$ cat config.mk
export PLATFORM = sky130hd
export DESIGN_NAME = thri_ctrl
export DESIGN_NICKNAME = d
export VERILOG_FILES = /design/src/thri_pkg.sv /design/src/thri_ctrl.sv
export VERILOG_INCLUDE_DIRS = /design/src /design/src/src
export SDC_FILE = /design/constraint.sdc
export NUM_CORES = 1
export LEC_CHECK = 0
export ABC_AREA = 1
export BUFFER_PORTS_ARGS = -buffer_cell sky130_fd_sc_hd__buf_2
export CORE_UTILIZATION = 44
export CTS_CLUSTER_DIAMETER = 200
export DETAILED_ROUTE_END_ITERATION = 16
export PLACE_DENSITY = 0.75
export SLEW_MARGIN = 5
export SYNTH_ARGS = -nofsm -noshare
export SYNTH_HDL_FRONTEND = slang
export SYNTH_SLANG_ARGS = --single-unit
$ cat constraint.sdc
create_clock -name clk -period 1.19 [get_ports clk]
set_input_delay 0.1785 -clock clk [delete_from_list [all_inputs] [get_ports clk]]
set_output_delay 0.1785 -clock clk [all_outputs]
set_load 0.05 [all_outputs]
$ cat src/time_history_ring_interpolator_core_defines.svh
`ifndef TIME_HISTORY_RING_INTERPOLATOR_CORE_DEFINES_SVH
`define TIME_HISTORY_RING_INTERPOLATOR_CORE_DEFINES_SVH

// Same-cycle implication, sampled on clk, off while arst_n is low.
`define THRI_ASSERT_IMPLIES(label, ante, cons, msg) \
	label: assert property (@(posedge clk) disable iff (!arst_n) (ante) |-> (cons)) \
		else $error(msg);

// Next-cycle implication, sampled on clk, off while arst_n is low.
`define THRI_ASSERT_NEXT(label, ante, cons, msg) \
	label: assert property (@(posedge clk) disable iff (!arst_n) (ante) |=> (cons)) \
		else $error(msg);

`endif

$ cat src/thri_pkg.sv
package thri_pkg;

	localparam int HISTORY_DEPTH = 16;
	localparam int SLOT_W        = $clog2(HISTORY_DEPTH);
	localparam int DIV_STEPS     = 16;
	localparam int CNT_W         = $clog2(HISTORY_DEPTH + DIV_STEPS + 2);
	localparam int WALK_LAST     = HISTORY_DEPTH + 1;

	localparam logic [16:0] WEIGHT_ONE = 17'h10000;

	localparam logic [1:0] OP_APPEND = 2'd0;
	localparam logic [1:0] OP_REMOVE = 2'd1;
	localparam logic [1:0] OP_QUERY  = 2'd2;

	localparam logic [1:0] CFG_SEARCH_MODE = 2'd0;
	localparam logic [1:0] CFG_INV_STEP    = 2'd1;
	localparam logic [1:0] CFG_INDEX_TOL   = 2'd2;
	localparam logic [1:0] CFG_TIME_TOL    = 2'd3;

	localparam logic [1:0] RD_WALK = 2'd0;
	localparam logic [1:0] RD_A    = 2'd1;
	localparam logic [1:0] RD_B    = 2'd2;

	localparam logic [2:0] RES_ZERO   = 3'd0;
	localparam logic [2:0] RES_APPEND = 3'd1;
	localparam logic [2:0] RES_REMOVE = 3'd2;
	localparam logic [2:0] RES_EXACT  = 3'd3;
	localparam logic [2:0] RES_BLEND  = 3'd4;

	typedef struct packed {
		logic              load_in;
		logic              append;
		logic              remove;
		logic [1:0]        rd_sel;
		logic [SLOT_W-1:0] idx;
		logic              umul;
		logic              udec;
		logic              cap_a;
		logic              cap_b;
		logic              walk_load;
		logic              walk_hit;
		logic              div_load;
		logic              div_step;
		logic              div_done;
		logic              bl1;
		logic              bl2;
		logic              res_we;
		logic [2:0]        res_sel;
	} thri_cmd_t;

	typedef struct packed {
		logic search_mode;
		logic ufound;
		logic uexact;
		logic exact_now;
		logic bracket_now;
	} thri_stat_t;

endpackage

$ cat src/thri_ctrl.sv
`include "time_history_ring_interpolator_core_defines.svh"

module thri_ctrl (
	input  logic                 clk,
	input  logic                 arst_n,
	input  logic                 start,
	input  logic [1:0]           operation,
	input  thri_pkg::thri_stat_t stat,
	output thri_pkg::thri_cmd_t  cmd,
	output logic                 busy,
	output logic                 done
);
	import thri_pkg::*;

	localparam logic [3:0] S_IDLE  = 4'd0;
	localparam logic [3:0] S_UMUL  = 4'd1;
	localparam logic [3:0] S_UDEC  = 4'd2;
	localparam logic [3:0] S_URDA  = 4'd3;
	localparam logic [3:0] S_URDB  = 4'd4;
	localparam logic [3:0] S_URDC  = 4'd5;
	localparam logic [3:0] S_SWALK = 4'd6;
	localparam logic [3:0] S_DIV   = 4'd7;
	localparam logic [3:0] S_DWT   = 4'd8;
	localparam logic [3:0] S_BL1   = 4'd9;
	localparam logic [3:0] S_BL2   = 4'd10;
	localparam logic [3:0] S_BL3   = 4'd11;
	localparam logic [3:0] S_FINX  = 4'd12;

	logic [3:0]       state_q, state_d;
	logic [CNT_W-1:0] cnt_q, cnt_d;
	logic             done_q;

	always_comb begin
		cmd     = '0;
		state_d = state_q;
		cnt_d   = cnt_q;
		cmd.idx = cnt_q[SLOT_W-1:0];
		unique case (state_q)
			S_IDLE: begin
				cmd.rd_sel = RD_WALK;
				if (start) begin
					unique case (operation)
						OP_APPEND: begin
							cmd.append  = 1'b1;
							cmd.res_we  = 1'b1;
							cmd.res_sel = RES_APPEND;
						end
						OP_REMOVE: begin
							cmd.remove  = 1'b1;
							cmd.res_we  = 1'b1;
							cmd.res_sel = RES_REMOVE;
						end
						OP_QUERY: begin
							cmd.load_in = 1'b1;
							if (stat.search_mode) begin
								state_d = S_SWALK;
								cnt_d   = CNT_W'(1);
							end else begin
								state_d = S_UMUL;
							end
						end
						default: begin
							cmd.res_we  = 1'b1;
							cmd.res_sel = RES_ZERO;
						end
					endcase
				end
			end
			S_UMUL: begin
				cmd.umul = 1'b1;
				state_d  = S_UDEC;
			end
			S_UDEC: begin
				cmd.udec = 1'b1;
				if (stat.ufound) begin
					state_d = S_URDA;
				end else begin
					cmd.res_we  = 1'b1;
					cmd.res_sel = RES_ZERO;
					state_d     = S_IDLE;
				end
			end
			S_URDA: begin
				cmd.rd_sel = RD_A;
				state_d    = S_URDB;
			end
			S_URDB: begin
				cmd.cap_a  = 1'b1;
				cmd.rd_sel = RD_B;
				state_d    = stat.uexact ? S_FINX : S_URDC;
			end
			S_URDC: begin
				cmd.cap_b = 1'b1;
				state_d   = S_BL1;
			end
			S_SWALK: begin
				// reads run one slot ahead of the pair being checked
				cmd.rd_sel = RD_WALK;
				cnt_d      = cnt_q + 1'b1;
				if (cnt_q == CNT_W'(1)) begin
					cmd.walk_load = 1'b1;
				end else if (stat.exact_now) begin
					cmd.walk_hit = 1'b1;
					cnt_d        = '0;
					state_d      = S_FINX;
				end else if (stat.bracket_now) begin
					cmd.div_load = 1'b1;
					cnt_d        = '0;
					state_d      = S_DIV;
				end else if (cnt_q == CNT_W'(WALK_LAST)) begin
					cmd.res_we  = 1'b1;
					cmd.res_sel = RES_ZERO;
					cnt_d       = '0;
					state_d     = S_IDLE;
				end else begin
					cmd.walk_load = 1'b1;
				end
			end
			S_DIV: begin
				cmd.div_step = 1'b1;
				cnt_d        = cnt_q + 1'b1;
				if (cnt_q == CNT_W'(DIV_STEPS - 1)) begin
					cnt_d   = '0;
					state_d = S_DWT;
				end
			end
			S_DWT: begin
				cmd.div_done = 1'b1;
				state_d      = S_BL1;
			end
			S_BL1: begin
				cmd.bl1 = 1'b1;
				state_d = S_BL2;
			end
			S_BL2: begin
				cmd.bl2 = 1'b1;
				state_d = S_BL3;
			end
			S_BL3: begin
				cmd.res_we  = 1'b1;
				cmd.res_sel = RES_BLEND;
				state_d     = S_IDLE;
			end
			S_FINX: begin
				cmd.res_we  = 1'b1;
				cmd.res_sel = RES_EXACT;
				state_d     = S_IDLE;
			end
			default: begin
				cnt_d   = '0;
				state_d = S_IDLE;
			end
		endcase
	end

	always_ff @(posedge clk or negedge arst_n) begin
		if (!arst_n) begin
			state_q <= S_IDLE;
			cnt_q   <= '0;
			done_q  <= 1'b0;
		end else begin
			state_q <= state_d;
			cnt_q   <= cnt_d;
			done_q  <= cmd.res_we;
		end
	end

	assign busy = (state_q != S_IDLE);
	assign done = done_q;

	`THRI_ASSERT_NEXT(a_query_goes_busy, start && !busy && operation == OP_QUERY, state_q != S_IDLE, "query transaction did not leave idle")
	`THRI_ASSERT_IMPLIES(a_walk_bound, state_q == S_SWALK, cnt_q != '0 && cnt_q <= CNT_W'(WALK_LAST), "walk counter out of range")
	`THRI_ASSERT_IMPLIES(a_idle_counter, state_q == S_IDLE, cnt_q == '0, "counter not cleared in idle")

endmodule

==> results of run 1 <==
-- through the flow --
| step | instance area (sq um) | cells | hold slack [ns] |
|---|---|---|---|
| after floorplan | 1170 | 161 | -0.117 |
| after global placement | 1630 | 257 | 0.0572 |
| after detailed placement | 1630 | 257 | 0.0586 |
-- cell families after synthesis --
group | after synthesis | share of synthesized area
xor+xnor | 3 | 0.0263
flops | 11 | 0.275
buf+inv | 33 | 0.144
fa+ha+maj | 2 | 0.0250
simple gates | 98 | 0.446
compound gates | 14 | 0.0839
==> key figures, run 1 <==
Logic synthesis
  • Most common cell in the synthesized netlist: sky130_fd_sc_hd__nand2_1
  • Top cells by area, synth: sky130_fd_sc_hd__dfrtp_1 28%, sky130_fd_sc_hd__nand2_1 14%, sky130_fd_sc_hd__nor2_1 10%
  • Cell accounting for the most synthesized area: sky130_fd_sc_hd__dfrtp_1
  • Commonest register cell after synthesis: sky130_fd_sc_hd__dfrtp_1
  • Most frequent cells after synthesis: 37 x sky130_fd_sc_hd__nand2_1, 27 x sky130_fd_sc_hd__nor2_1, 23 x sky130_fd_sc_hd__inv_1
  • Async S/R FF share, synth: 1.00
  • YS warnings: 0
  • Total of flip-flops plus latches after synthesis: 11
  • Post-synth EDFFs: 0
  • Register area share after synthesis: 0.275
  • Synth Net Count: about 170
  • Cells after synthesis: about 160
  • Synthesized area per cell: just over 6 sq um
  • Area fraction of the dominant cell type after synthesis: 0.275
  • Netlist Area Pre-Place: between 900 and 1000 sq um
  • Netlist cell types: 24

Place
  • Minimum setup slack after placement: -0.409 ns
  • PortBufs: 35
  • Final GP Congestion: ~0.9
  • Total half-perimeter wirelength after legalization and detailed placement: 2640 um

Floorplanning
  • Initial standard-cell utilization of the core: 0.490
  • Die height: 49.7 um
  • Number of top-level pins: 36
  • Die outline width: ~50 um
  • Total number of placement rows: 16

Clock tree
  • H-Tree Level Count: 1
  • Hold-fix buffer count after cts: 1
  • Number of gates resized after CTS: approximately 140
  • Root Buffer: sky130_fd_sc_hd__clkbuf_4
  • Clock buffers created by TritonCTS: 3
  • Buffers inserted by post-CTS timing repair: 25
  • Clock sink total: 11
  • Max Buffers Root-to-Sink: 2

Status
  • Stage where the flow stopped: 4_1_cts
  • Run status: stopped before the end
  • Run-stopping error: [ERROR DPL-0038] Utilization greater than 100%, impossible to legalize
==> run 2, diff against run 1 <==
--- a/config.mk
+++ b/config.mk
@@ -8,10 +8,10 @@
 export LEC_CHECK = 0
 export ABC_AREA = 1
 export BUFFER_PORTS_ARGS = -buffer_cell sky130_fd_sc_hd__buf_2
-export CORE_UTILIZATION = 44
-export CTS_CLUSTER_DIAMETER = 200
+export CORE_AREA = 2 2 63 65
 export DETAILED_ROUTE_END_ITERATION = 16
-export PLACE_DENSITY = 0.75
+export DIE_AREA = 0 0 65 67
+export PLACE_DENSITY_LB_ADDON = 0.15
 export SLEW_MARGIN = 5
 export SYNTH_ARGS = -nofsm -noshare
 export SYNTH_HDL_FRONTEND = slang
==> constraint.sdc (replaced) <==
create_clock -name clk -period 1.5 [get_ports clk]
set_input_delay 0.225 -clock clk [delete_from_list [all_inputs] [get_ports clk]]
set_output_delay 0.225 -clock clk [all_outputs]
set_load 0.05 [all_outputs]
==> key figures, run 2 <==
Status
  • Run status: finished, violations left
  • Violated checks: negative setup slack

Clock tree
  • Clock Pin Slew Worst Setup and Hold Paths: 0.05 ns
  • Root Buffer: sky130_fd_sc_hd__clkbuf_8
  • Max Buffers Root-to-Sink: 2 (unchanged)
  • Clock network latency to the later pin of the worst-skew pair: ~0.24 ns
  • CTS tree: done
  • Clock sink total: 11 (unchanged)
  • H-Tree Level Count: 1 (unchanged)
  • Clock buffers created by TritonCTS: 3 (unchanged)

Job
  • MaxCap Viol Count: 0

Logic synthesis
  • Post-synth EDFFs: 0 (unchanged)
  • Netlist Area Pre-Place: 1000 sq um (unchanged)
  • Async S/R FF share, synth: 1.00 (unchanged)
  • Netlist cell types: 24 (unchanged)
  • Commonest register cell after synthesis: sky130_fd_sc_hd__dfrtp_1
  • Register area share after synthesis: 0.275 (unchanged)
  • Cells after synthesis: 161 (unchanged)
  • Cell accounting for the most synthesized area: sky130_fd_sc_hd__dfrtp_1
  • Most frequent cells after synthesis: 37 x sky130_fd_sc_hd__nand2_1, 27 x sky130_fd_sc_hd__nor2_1, 23 x sky130_fd_sc_hd__inv_1
  • Total of flip-flops plus latches after synthesis: 11 (unchanged)
  • Top cells by area, synth: sky130_fd_sc_hd__dfrtp_1 28%, sky130_fd_sc_hd__nand2_1 14%, sky130_fd_sc_hd__nor2_1 10%
  • Synth Net Count: 173 (unchanged)
  • Most common cell in the synthesized netlist: sky130_fd_sc_hd__nand2_1
  • YS warnings: 0 (unchanged)
  • Area fraction of the dominant cell type after synthesis: 0.275 (unchanged)
  • Synthesized area per cell: 6.21 sq um (unchanged)

Route
  • DR WL/cell: between 10 and 15 um
  • Detailed-route DRC error count: 0
  • Length of the first detailed-routing pass in iterations: 4
  • Post-route ant nets: 0
  • Overall via count from detail_route: ~1300
  • Total Routed Length: between 3000 and 4000 um
  • Via-per-instance ratio: ~4.5
  • Initial detailed-routing violation count: 63

Floorplanning
  • Die height: 67 um (+35%)
  • Die footprint: 4360 sq um
  • Initial standard-cell utilization of the core: 0.277 (-0.212)
  • Die outline width: 65 um (+31%)
  • Total number of placement rows: 22 (+6)
  • Area of the core region: about 3600 sq um
  • Number of top-level pins: 36 (unchanged)

Finish
  • Largest register by flop count: cnt_q
  • Fill cell total of the finished layout: approximately 330
  • Number of flip-flops under the largest register name: 6
  • Layout cells sized above 1: 0.697
  • Antenna cell count: 0
  • Sequential cell area: around 280 sq um
  • Final net count: between 200 and 300
  • Final std cell area, no fill: 2190 sq um
  • Commonest non-fill, non-tap cell in the layout: sky130_fd_sc_hd__buf_4
  • Multi-input gate area: 922 sq um
  • Highest-count cells in the layout ignoring fill and taps: 39 x sky130_fd_sc_hd__buf_4, 21 x sky130_fd_sc_hd__buf_6, 18 x sky130_fd_sc_hd__nand2_1
  • Area growth from synthesis to layout: 119%

Power and ir drop
  • Static leakage: about 1.1 nW
  • Switching power: roughly 0.0021 W
  • Logic pwr share: 0.806
  • Internal power: a little under 0.002 W
  • Design Power: 0.00410 W
  • Fraction of power consumed by sequential logic: 0.118
  • Switching part of the total: 0.520
  • IR Drop Worst-Case VDD: between 800 and 900 uV
  • Clock network fraction of design power: 0.075
  • Power per cell area: roughly 1900 nW/um^2

Timing
  • Relative max-transition margin: 0.728
  • Final Max Tran Viols: 0
  • Setup Skew: around 0.0018 ns
  • Final setup fails: 27
  • Highest attainable clock frequency: slightly below 0.6 GHz
  • Final clock period utilization by the worst path: 1.15
  • Slew at the pin with the worst max-slew slack: 0.406 ns
  • RSZ-0062 raised after global routing: true
  • Final-layout worst hold slack: 0.288 ns
  • Shortest clock period the worst path allows after layout: approximately 1.7 ns
  • Count of final hold-check violations: 0
  • Final setup slack of the worst path: -0.222 ns

Global routing
  • Global-route track usage on met3: 0.0287
  • Gr ovfl total: 0
  • Number of global-route vias before repair: roughly 1300
  • Maximum number of pins on one net before global-route repair: 12
  • Global-route usage over all layers: 0.179
  • Met2 track demand over resource in global routing: 0.326
  • Global-route wire length before repair: ~6000 um
  • Number of antenna violations at the first check in global routing: 0
  • Global-route track usage on met1: 0.206
  • Global routing's busiest layer: met2

Place
  • PortBufs: 35 (unchanged)
  • Final GP Congestion: 0.856 (-5.1%)
  • Total half-perimeter wirelength after legalization and detailed placement: 2610 um (-0.99%)
  • Placement Cell Area: 1540 sq um (-5.8%)

Critical path
  • Slowest cell on crit path: sky130_fd_sc_hd__dfrtp_2
  • Type of the setup path with the least slack: reg -> out
  • Critical path arrival: approximately 1.5 ns
  • Type of destination of the critical path: primary output
  • Cell Chain, Critical Path: inv_2 -> nand2_4 -> nor2_4 -> nand3_2 -> o21ai_2 -> nor2_2 -> o21ai_4 -> buf_6
  • Crit-path max FO: 4
  • Maximum single-stage delay on the critical path: ~0.45 ns
  • Sort of element at the start of the critical path: register
  • Crit path required time: between 1 and 1.5 ns

Hold path
  • Classification of the worst-slack hold path: in -> reg
-- run 2: cell counts after synthesis --
No cell type changed its count.
-- run 2: final cells by class --
class,instances,share of cell area
Tap cell,48,0.0274
Timing Repair Buffer,85,0.349
Multi-Input combinational cell,117,0.421
Sequential cell,11,0.128
Inverter,27,0.0537
Clock buffer,4,0.0206
-- run 2: kinds of logic after synthesis --
logic type / count (synthesis) / share of synthesized area
xor gates and xnor gates: 3 / 0.0263
AOI/OAI and AO/OA: 14 / 0.0839
buffers and inverters: 33 / 0.144
and+or+nand+nor: 98 / 0.446
DFF: 11 / 0.275
adders and majority gates: 2 / 0.0250
-- run 2: path summary, 6_finish.rpt --
path	startpoint	to	slack, ns	depth (start not counted)
max	state_q[0]	cmd[3]	-0.22	8
min	stat[1]	cnt_q[3]	0.29	4
max reg2reg	state_q[2]	cnt_q[0]	-0.09	10
min reg2reg	cnt_q[0]	cnt_q[1]	0.59	2
max in group asynchronous	arst_n	state_q[0]	0.88	2
min in group asynchronous	arst_n	cnt_q[5]	0.39	2
-- run 2: power by group through the flow --
stage / Sequential, W / Combinational, W / Clock (W)
after floorplan: 0.000513 / 0.00145 / 0
after CTS: 0.000475 / 0.00312 / 0.000316
after detailed placement: 0.000475 / 0.00223 / 0
after global routing: 0.000496 / 0.00352 / 0.000323
final: 0.000485 / 0.00331 / 0.000308
after global placement: 0.000469 / 0.00223 / 0
-- run 2: what timing repair did --
item / CTS / global route
pin swaps: 18 / 3
setup endpoints to repair: 30 / 31
endpoints found under the hold margin: 11 / 0
gates resized for setup: 119 / 25
buffers inserted: 17 / 2
hold buffers: 1 / 0
-- run 2: routing by layer --
metal | up-vias | share of wire
met1 | 608 | 0.40
met3 | 11 | 0.038
met2 | 34 | 0.53
met4 | 0 | 0.024
met5 | - | 0
li1 | 669 | -
-- run 2: through the flow --
stage | cells | utilization | setup slack, ns | TNS, ns
5_1_grt | 292 | 0.607 | -0.278 | -4.95
4_1_cts | 291 | 0.581 | -0.213 | -2.68
3_5_place_dp | 269 | 0.427 | -0.125 | -1.07
6_report | 292 | 0.607 | -0.222 | -3.09
2_1_floorplan | 161 | - | -0.337 | -1.17
3_3_place_gp | 269 | 0.427 | -0.0953 | -0.641
-- run 2: worst max-delay path, delay by kind of cell, from the launching register on --
family | cells | cell delay, ns
buffers and inverters | 2 | 0.27
AND/OR/NAND/NOR | 4 | 0.38
AO/OA/AOI/OAI | 2 | 0.15
flip-flops | 1 | 0.45
No activity file was read; power rests on OpenSTA's default activity.
==> run 3, diff against run 2 <==
--- a/config.mk
+++ b/config.mk
@@ -9,6 +9,7 @@
 export ABC_AREA = 1
 export BUFFER_PORTS_ARGS = -buffer_cell sky130_fd_sc_hd__buf_2
 export CORE_AREA = 2 2 63 65
+export CTS_BUF_LIST = sky130_fd_sc_hd__clkbuf_8
 export DETAILED_ROUTE_END_ITERATION = 16
 export DIE_AREA = 0 0 65 67
 export PLACE_DENSITY_LB_ADDON = 0.15
==> key figures, run 3 (synthesized netlist as in run 2, its figures left out) <==
Status
  • Run status: finished, violations left
  • Violated checks: negative setup slack

Clock tree
  • CTS tree: done
  • Clock network latency to the later pin of the worst-skew pair: 0.24 ns (about the same)
  • Clock buffers created by TritonCTS: 3 (unchanged)
  • Root Buffer: sky130_fd_sc_hd__clkbuf_8
  • H-Tree Level Count: 1 (unchanged)
  • Clock Pin Slew Worst Setup and Hold Paths: 0.05 ns (about the same)
  • Clock sink total: 11 (unchanged)
  • Max Buffers Root-to-Sink: 2 (unchanged)

Route
  • Via-per-instance ratio: 4.53 (unchanged)
  • Detailed-route DRC error count: 0 (unchanged)
  • Post-route ant nets: 0 (unchanged)
  • Length of the first detailed-routing pass in iterations: 4 (unchanged)
  • Overall via count from detail_route: 1322 (unchanged)
  • DR WL/cell: 12.3 um (unchanged)
  • Total Routed Length: 3600 um (unchanged)
  • Initial detailed-routing violation count: 63 (unchanged)

Finish
  • Number of flip-flops under the largest register name: 6 (unchanged)
  • Antenna cell count: 0 (unchanged)
  • Commonest non-fill, non-tap cell in the layout: sky130_fd_sc_hd__buf_4
  • Final net count: 257 (unchanged)
  • Layout cells sized above 1: 0.697 (unchanged)
  • Highest-count cells in the layout ignoring fill and taps: 39 x sky130_fd_sc_hd__buf_4, 21 x sky130_fd_sc_hd__buf_6, 18 x sky130_fd_sc_hd__nand2_1, 15 x sky130_fd_sc_hd__inv_1
  • Final std cell area, no fill: 2190 sq um (unchanged)
  • Util after Layout: 0.607 (unchanged)
  • Area growth from synthesis to layout: 119% (unchanged)
  • Largest register by flop count: cnt_q

Timing
  • Setup Skew: 0.00149 ns (-0.000312 ns)
  • Relative max-transition margin: 0.728 (unchanged)
  • Final Max Tran Viols: 0 (unchanged)
  • Highest attainable clock frequency: 0.580 GHz (about the same)
  • Slew at the pin with the worst max-slew slack: 0.406 ns (unchanged)
  • Final setup slack of the worst path: -0.223 ns (-0.000429 ns)
  • RSZ-0062 raised after global routing: true
  • Final setup fails: 27 (unchanged)
  • Final clock period utilization by the worst path: 1.15 (about the same)
  • Shortest clock period the worst path allows after layout: 1.72 ns (+0.000429 ns)
  • Setup TNS: -3.10 ns (-0.00998 ns)
  • Count of final hold-check violations: 0 (unchanged)

Power and ir drop
  • Static leakage: 1.12 nW (+0.37%)
  • Power per cell area: 1870 nW/um^2 (-0.15%)
  • Design Power: 0.00409 W (-0.15%)
  • Clock network fraction of design power: 0.074 (about the same)
  • Switching part of the total: 0.520 (+0.000972)
  • Logic pwr share: 0.808 (+0.002)
  • Switching power: 0.00213 W (about the same)
  • Internal power: 0.00196 W (-0.35%)
  • Fraction of power consumed by sequential logic: 0.119 (about the same)
  • IR Drop Worst-Case VDD: 840 uV (-1.7%)

Critical path
  • Critical path arrival: 1.50 ns (about the same)
  • Type of the setup path with the least slack: reg -> out
  • Type of destination of the critical path: primary output
  • Sort of element at the start of the critical path: register
  • Crit path required time: 1.27 ns (about the same)
  • Crit-path max FO: 4 (unchanged)

Place
  • Placement Cell Area: 1540 sq um (unchanged)
  • Final GP Congestion: 0.856 (unchanged)
  • PortBufs: 35 (unchanged)
  • Minimum setup slack after placement: -0.125 ns (unchanged)
  • Total half-perimeter wirelength after legalization and detailed placement: 2610 um (unchanged)

Floorplanning
  • Number of top-level pins: 36 (unchanged)
  • Total number of placement rows: 22 (unchanged)
  • Die footprint: 4360 sq um (unchanged)
  • Die height: 67 um (unchanged)
  • Area of the core region: 3610 sq um (unchanged)
  • Die outline width: 65 um (unchanged)
  • Initial standard-cell utilization of the core: 0.277 (unchanged)

Global routing
  • Global-route wire length before repair: 6000 um (unchanged)
  • Number of global-route vias before repair: 1325 (unchanged)
  • Maximum number of pins on one net before global-route repair: 12 (unchanged)
  • Global-route usage over all layers: 0.179 (unchanged)
  • Gr ovfl total: 0 (unchanged)
  • Number of antenna violations at the first check in global routing: 0 (unchanged)

Hold path
  • Classification of the worst-slack hold path: in -> reg

Job
  • MaxCap Viol Count: 0 (unchanged)
-- run 3: cell count changes in the layout (fill, tap and decap cells not counted), sizes merged --
cell / before / now
inv: 26 / 27
clkbuf: 4 / 3
-- run 3: path summary, 6_finish.rpt --
kind / from / end / cells after the start / slack (ns)
max in group asynchronous: arst_n / state_q[0] / 2 / 0.88
worst min-delay path: stat[1] / cnt_q[3] / 4 / 0.29
worst max register to register: state_q[2] / cnt_q[0] / 10 / -0.09
worst max-delay path: state_q[0] / cmd[3] / 8 / -0.22
min in group asynchronous: arst_n / cnt_q[5] / 2 / 0.39
worst min register to register: cnt_q[0] / cnt_q[1] / 2 / 0.59
-- run 3: power groups by stage --
stage | clock network [W] | logic (W) | registers, W
finish | 0.000302 | 0.00331 | 0.000485
global route | 0.000317 | 0.00352 | 0.000496
CTS | 0.000310 | 0.00312 | 0.000475
detailed placement | 0 | 0.00223 | 0.000475
global placement | 0 | 0.00223 | 0.000469
floorplan | 0 | 0.00145 | 0.000513
-- run 3: worst max-delay path, stage by stage, from the launching register on --
cell,delay [ns]
sky130_fd_sc_hd__dfrtp_2,0.45
sky130_fd_sc_hd__inv_2,0.10
sky130_fd_sc_hd__nand2_4,0.06
sky130_fd_sc_hd__nor2_4,0.16
sky130_fd_sc_hd__nand3_2,0.09
sky130_fd_sc_hd__o21ai_2,0.08
sky130_fd_sc_hd__nor2_2,0.07
sky130_fd_sc_hd__o21ai_4,0.07
sky130_fd_sc_hd__buf_6,0.17
-- run 3: cell type report --
cell class,count,area (sq um)
timing repair buffer,85,764
clock inverter,1,3.75
sequential,11,280
inverter,27,118
tap,48,60.1
fill,327,1420
multi-input combinational,117,922
clock buffer,3,41.3
-- run 3: metal layers --
layer  routed length (um)  vias to the layer above  GRT usage
met1                 1460                      608      0.206
met2                 1920                       34      0.326
li1                     -                      669          -
met3                  138                       11     0.0287
met4                   85                        0     0.0798
met5                    0                        -          0
-- run 3: through the flow --
step	hold WS, ns	instances
finish	0.288	292
global route	0.310	292
CTS	0.292	291
detailed placement	0.124	269
global placement	0.116	269
floorplan	-0.0706	161
-- run 3: repair_timing --
item | in CTS | in global routing
endpoints found under the hold margin | 11 | 0
pin swaps | 18 | 3
resized for setup | 119 | 25
setup buffers | 17 | 2
hold buffers | 1 | 0
setup endpoints to repair | 30 | 31
==> run 4, diff against run 3 <==
==> constraint.sdc (replaced) <==
create_clock -name clk -period 1.66 [get_ports clk]
set_input_delay 0.249 -clock clk [delete_from_list [all_inputs] [get_ports clk]]
set_output_delay 0.249 -clock clk [all_outputs]
set_load 0.05 [all_outputs]
==> key figures, run 4 (synthesized netlist as in run 2, its figures left out) <==
Finish
  • Final net count: 233 (-9.3%)
  • Highest-count cells in the layout ignoring fill and taps: 30 x sky130_fd_sc_hd__nand2_1, 25 x sky130_fd_sc_hd__buf_4, 20 x sky130_fd_sc_hd__inv_1, 20 x sky130_fd_sc_hd__nor2_1, 16 x sky130_fd_sc_hd__buf_2
  • Number of flip-flops under the largest register name: 6 (unchanged)
  • Commonest non-fill, non-tap cell in the layout: sky130_fd_sc_hd__nand2_1
  • Fill cell total of the finished layout: 377 (+15%)
  • Area growth from synthesis to layout: 74.5%
  • Largest register by flop count: cnt_q
  • Util after Layout: 0.484 (-0.124)
  • Antenna cell count: 0 (unchanged)
  • Layout cells sized above 1: 0.514 (-0.183)

Timing
  • Final setup fails: 11 (-59%)
  • Highest attainable clock frequency: ~0.57 GHz
  • Relative max-transition margin: 0.743 (+0.0145)
  • RSZ-0062 raised after global routing: true
  • Setup Skew: 0.00291 ns (+0.00142 ns)
  • Shortest clock period the worst path allows after layout: ~1.8 ns
  • Count of final hold-check violations: 0 (unchanged)
  • Slew at the pin with the worst max-slew slack: 0.384 ns (-0.0217 ns)
  • Final clock period utilization by the worst path: 1.06
  • Final Max Tran Viols: 0 (unchanged)
  • Final setup slack of the worst path: -0.100 ns (+0.123 ns)

Critical path
  • Type of destination of the critical path: primary output
  • Type of the setup path with the least slack: reg -> out
  • Number of buffer and inverter instances along the worst setup path: 2 (unchanged)
  • Slowest cell on crit path: sky130_fd_sc_hd__dfrtp_2
  • Cell Chain, Critical Path: inv_2 -> nand2_2 -> nor2_4 -> nand3_2 -> o21ai_1 -> nor2_1 -> o21ai_2 -> buf_6
  • Critical path arrival: 1.51 ns (about the same)
  • Family with the most delay on the worst path: flip-flops
  • Crit path required time: 1.41 ns (+0.14 ns)
  • Sort of element at the start of the critical path: register
  • Crit-path max FO: 5 (+1)
  • Maximum single-stage delay on the critical path: 0.46 ns (about the same)

Floorplanning
  • Number of top-level pins: 36 (unchanged)
  • Die outline width: 65 um (unchanged)
  • Die footprint: 4360 sq um (unchanged)
  • Initial standard-cell utilization of the core: 0.277 (unchanged)
  • Die height: 67 um (unchanged)
  • Area of the core region: 3610 sq um (unchanged)
  • Total number of placement rows: 22 (unchanged)

Power and ir drop
  • Power per cell area: 1740 nW/um^2 (-7.1%)
  • Design Power: 0.00303 W (-26%)
  • IR Drop Worst-Case VDD: 628 uV (-25%)
  • Static leakage: 0.947 nW (-15%)

Clock tree
  • Clock Pin Slew Worst Setup and Hold Paths: 0.05 ns (about the same)
  • Clock sink total: 11 (unchanged)
  • Clock network latency to the later pin of the worst-skew pair: 0.24 ns (about the same)
  • Root Buffer: sky130_fd_sc_hd__clkbuf_8
  • Max Buffers Root-to-Sink: 2 (unchanged)
  • Clock buffers created by TritonCTS: 3 (unchanged)
  • CTS tree: done
  • H-Tree Level Count: 1 (unchanged)

Place
  • PortBufs: 35 (unchanged)
  • Final GP Congestion: 0.853 (-0.37%)
  • Total half-perimeter wirelength after legalization and detailed placement: 2490 um (-4.6%)

Route
  • Overall via count from detail_route: 1212 (-8.3%)
  • Length of the first detailed-routing pass in iterations: 4 (unchanged)
  • Via-per-instance ratio: 4.52 (-0.11%)
  • Post-route ant nets: 0 (unchanged)
  • DR WL/cell: 12.2 um (-0.93%)
  • Total Routed Length: 3280 um (-9.1%)
  • Initial detailed-routing violation count: 28 (-56%)
  • Detailed-route DRC error count: 0 (unchanged)

Status
  • Violated checks: negative setup slack
  • Run status: finished, violations left

Global routing
  • Global-route wire length before repair: 5090 um (-15%)
  • Number of global-route vias before repair: 1127 (-15%)
  • Maximum number of pins on one net before global-route repair: 12 (unchanged)
  • Number of antenna violations at the first check in global routing: 0 (unchanged)
  • Gr ovfl total: 0 (unchanged)
  • Global-route usage over all layers: 0.154 (-0.0257)

Hold path
  • Classification of the worst-slack hold path: in -> reg

Job
  • MaxCap Viol Count: 0 (unchanged)
-- run 4: cell count changes in the layout (fill, tap and decap cells not counted), sizes merged --
cell,before,now
buf,84,59
inv,27,28
clkinvlp,1,0
clkbuf,3,4
-- run 4: where the power goes --
group	total (W)	switching [W]	internal [W]
Clock	0.000273	0.000110	0.000163
Sequential	0.000438	0.0000893	0.000349
Combinational	0.00232	0.00144	0.000882
-- run 4: cell type report --
class	instances	area [sq um]	share of cell area
Clock buffer	3	41.3	0.0237
Clock inverter	1	3.75	0.00215
Inverter	27	104	0.0595
Multi-Input combinational cell	117	756	0.433
Sequential cell	11	280	0.161
Tap cell	48	60.1	0.0344
Timing Repair Buffer	61	499	0.286
-- run 4: routing by layer --
metal / vias up / part of all wire / global-route usage
met5: - / 0 / 0
met4: 0 / 0.023 / 0.0718
met3: 7 / 0.033 / 0.0152
met2: 37 / 0.54 / 0.289
met1: 551 / 0.41 / 0.173
li1: 617 / - / -
-- run 4: worst reg2reg max path, delay by kind of cell, from the launching register on --
family | cells | cell delay, ns
simple gates | 6 | 0.61
flops | 1 | 0.45
buf+inv | 3 | 0.32
compound gates | 1 | 0.12
-- run 4: per-stage QoR --
| step | instance area [sq um] | setup TNS (ns) | hold WS [ns] | cells | worst slack (ns) |
|---|---|---|---|---|---|
| 6_report | 1740 | -0.485 | 0.342 | 268 | -0.100 |
| 5_1_grt | 1740 | -1.36 | 0.385 | 268 | -0.183 |
| 4_1_cts | 1540 | -0.395 | 0.313 | 258 | -0.0977 |
| 3_5_place_dp | 1320 | 0 | 0.152 | 246 | 0.000121 |
| 3_3_place_gp | 1320 | -0.00133 | 0.139 | 246 | -0.00133 |
| 2_1_floorplan | 1060 | -0.440 | -0.0466 | 161 | -0.201 |
-- run 4: final timing paths --
path	startpoint	to	slack [ns]	depth (start not counted)
max in group asynchronous	arst_n	state_q[1]	1.00	2
worst min-delay path	stat[1]	cnt_q[3]	0.34	4
worst max register to register	state_q[1]	cnt_q[0]	0.05	10
worst min register to register	cnt_q[5]	cnt_q[5]	0.57	2
min in group asynchronous	arst_n	cnt_q[1]	0.41	2
worst max-delay path	state_q[3]	cmd[3]	-0.10	8
-- run 4: repair_timing --
| action | 4_1_cts | 5_1_grt |
|---|---|---|
| gates cloned | 0 | 0 |
| setup buffers | 7 | 10 |
| setup endpoints to repair | 13 | 24 |
| gates resized for setup | 43 | 37 |
| hold endpoints to repair | 11 | 0 |
| hold buffers | 1 | 0 |
| pin swaps | 9 | 6 |
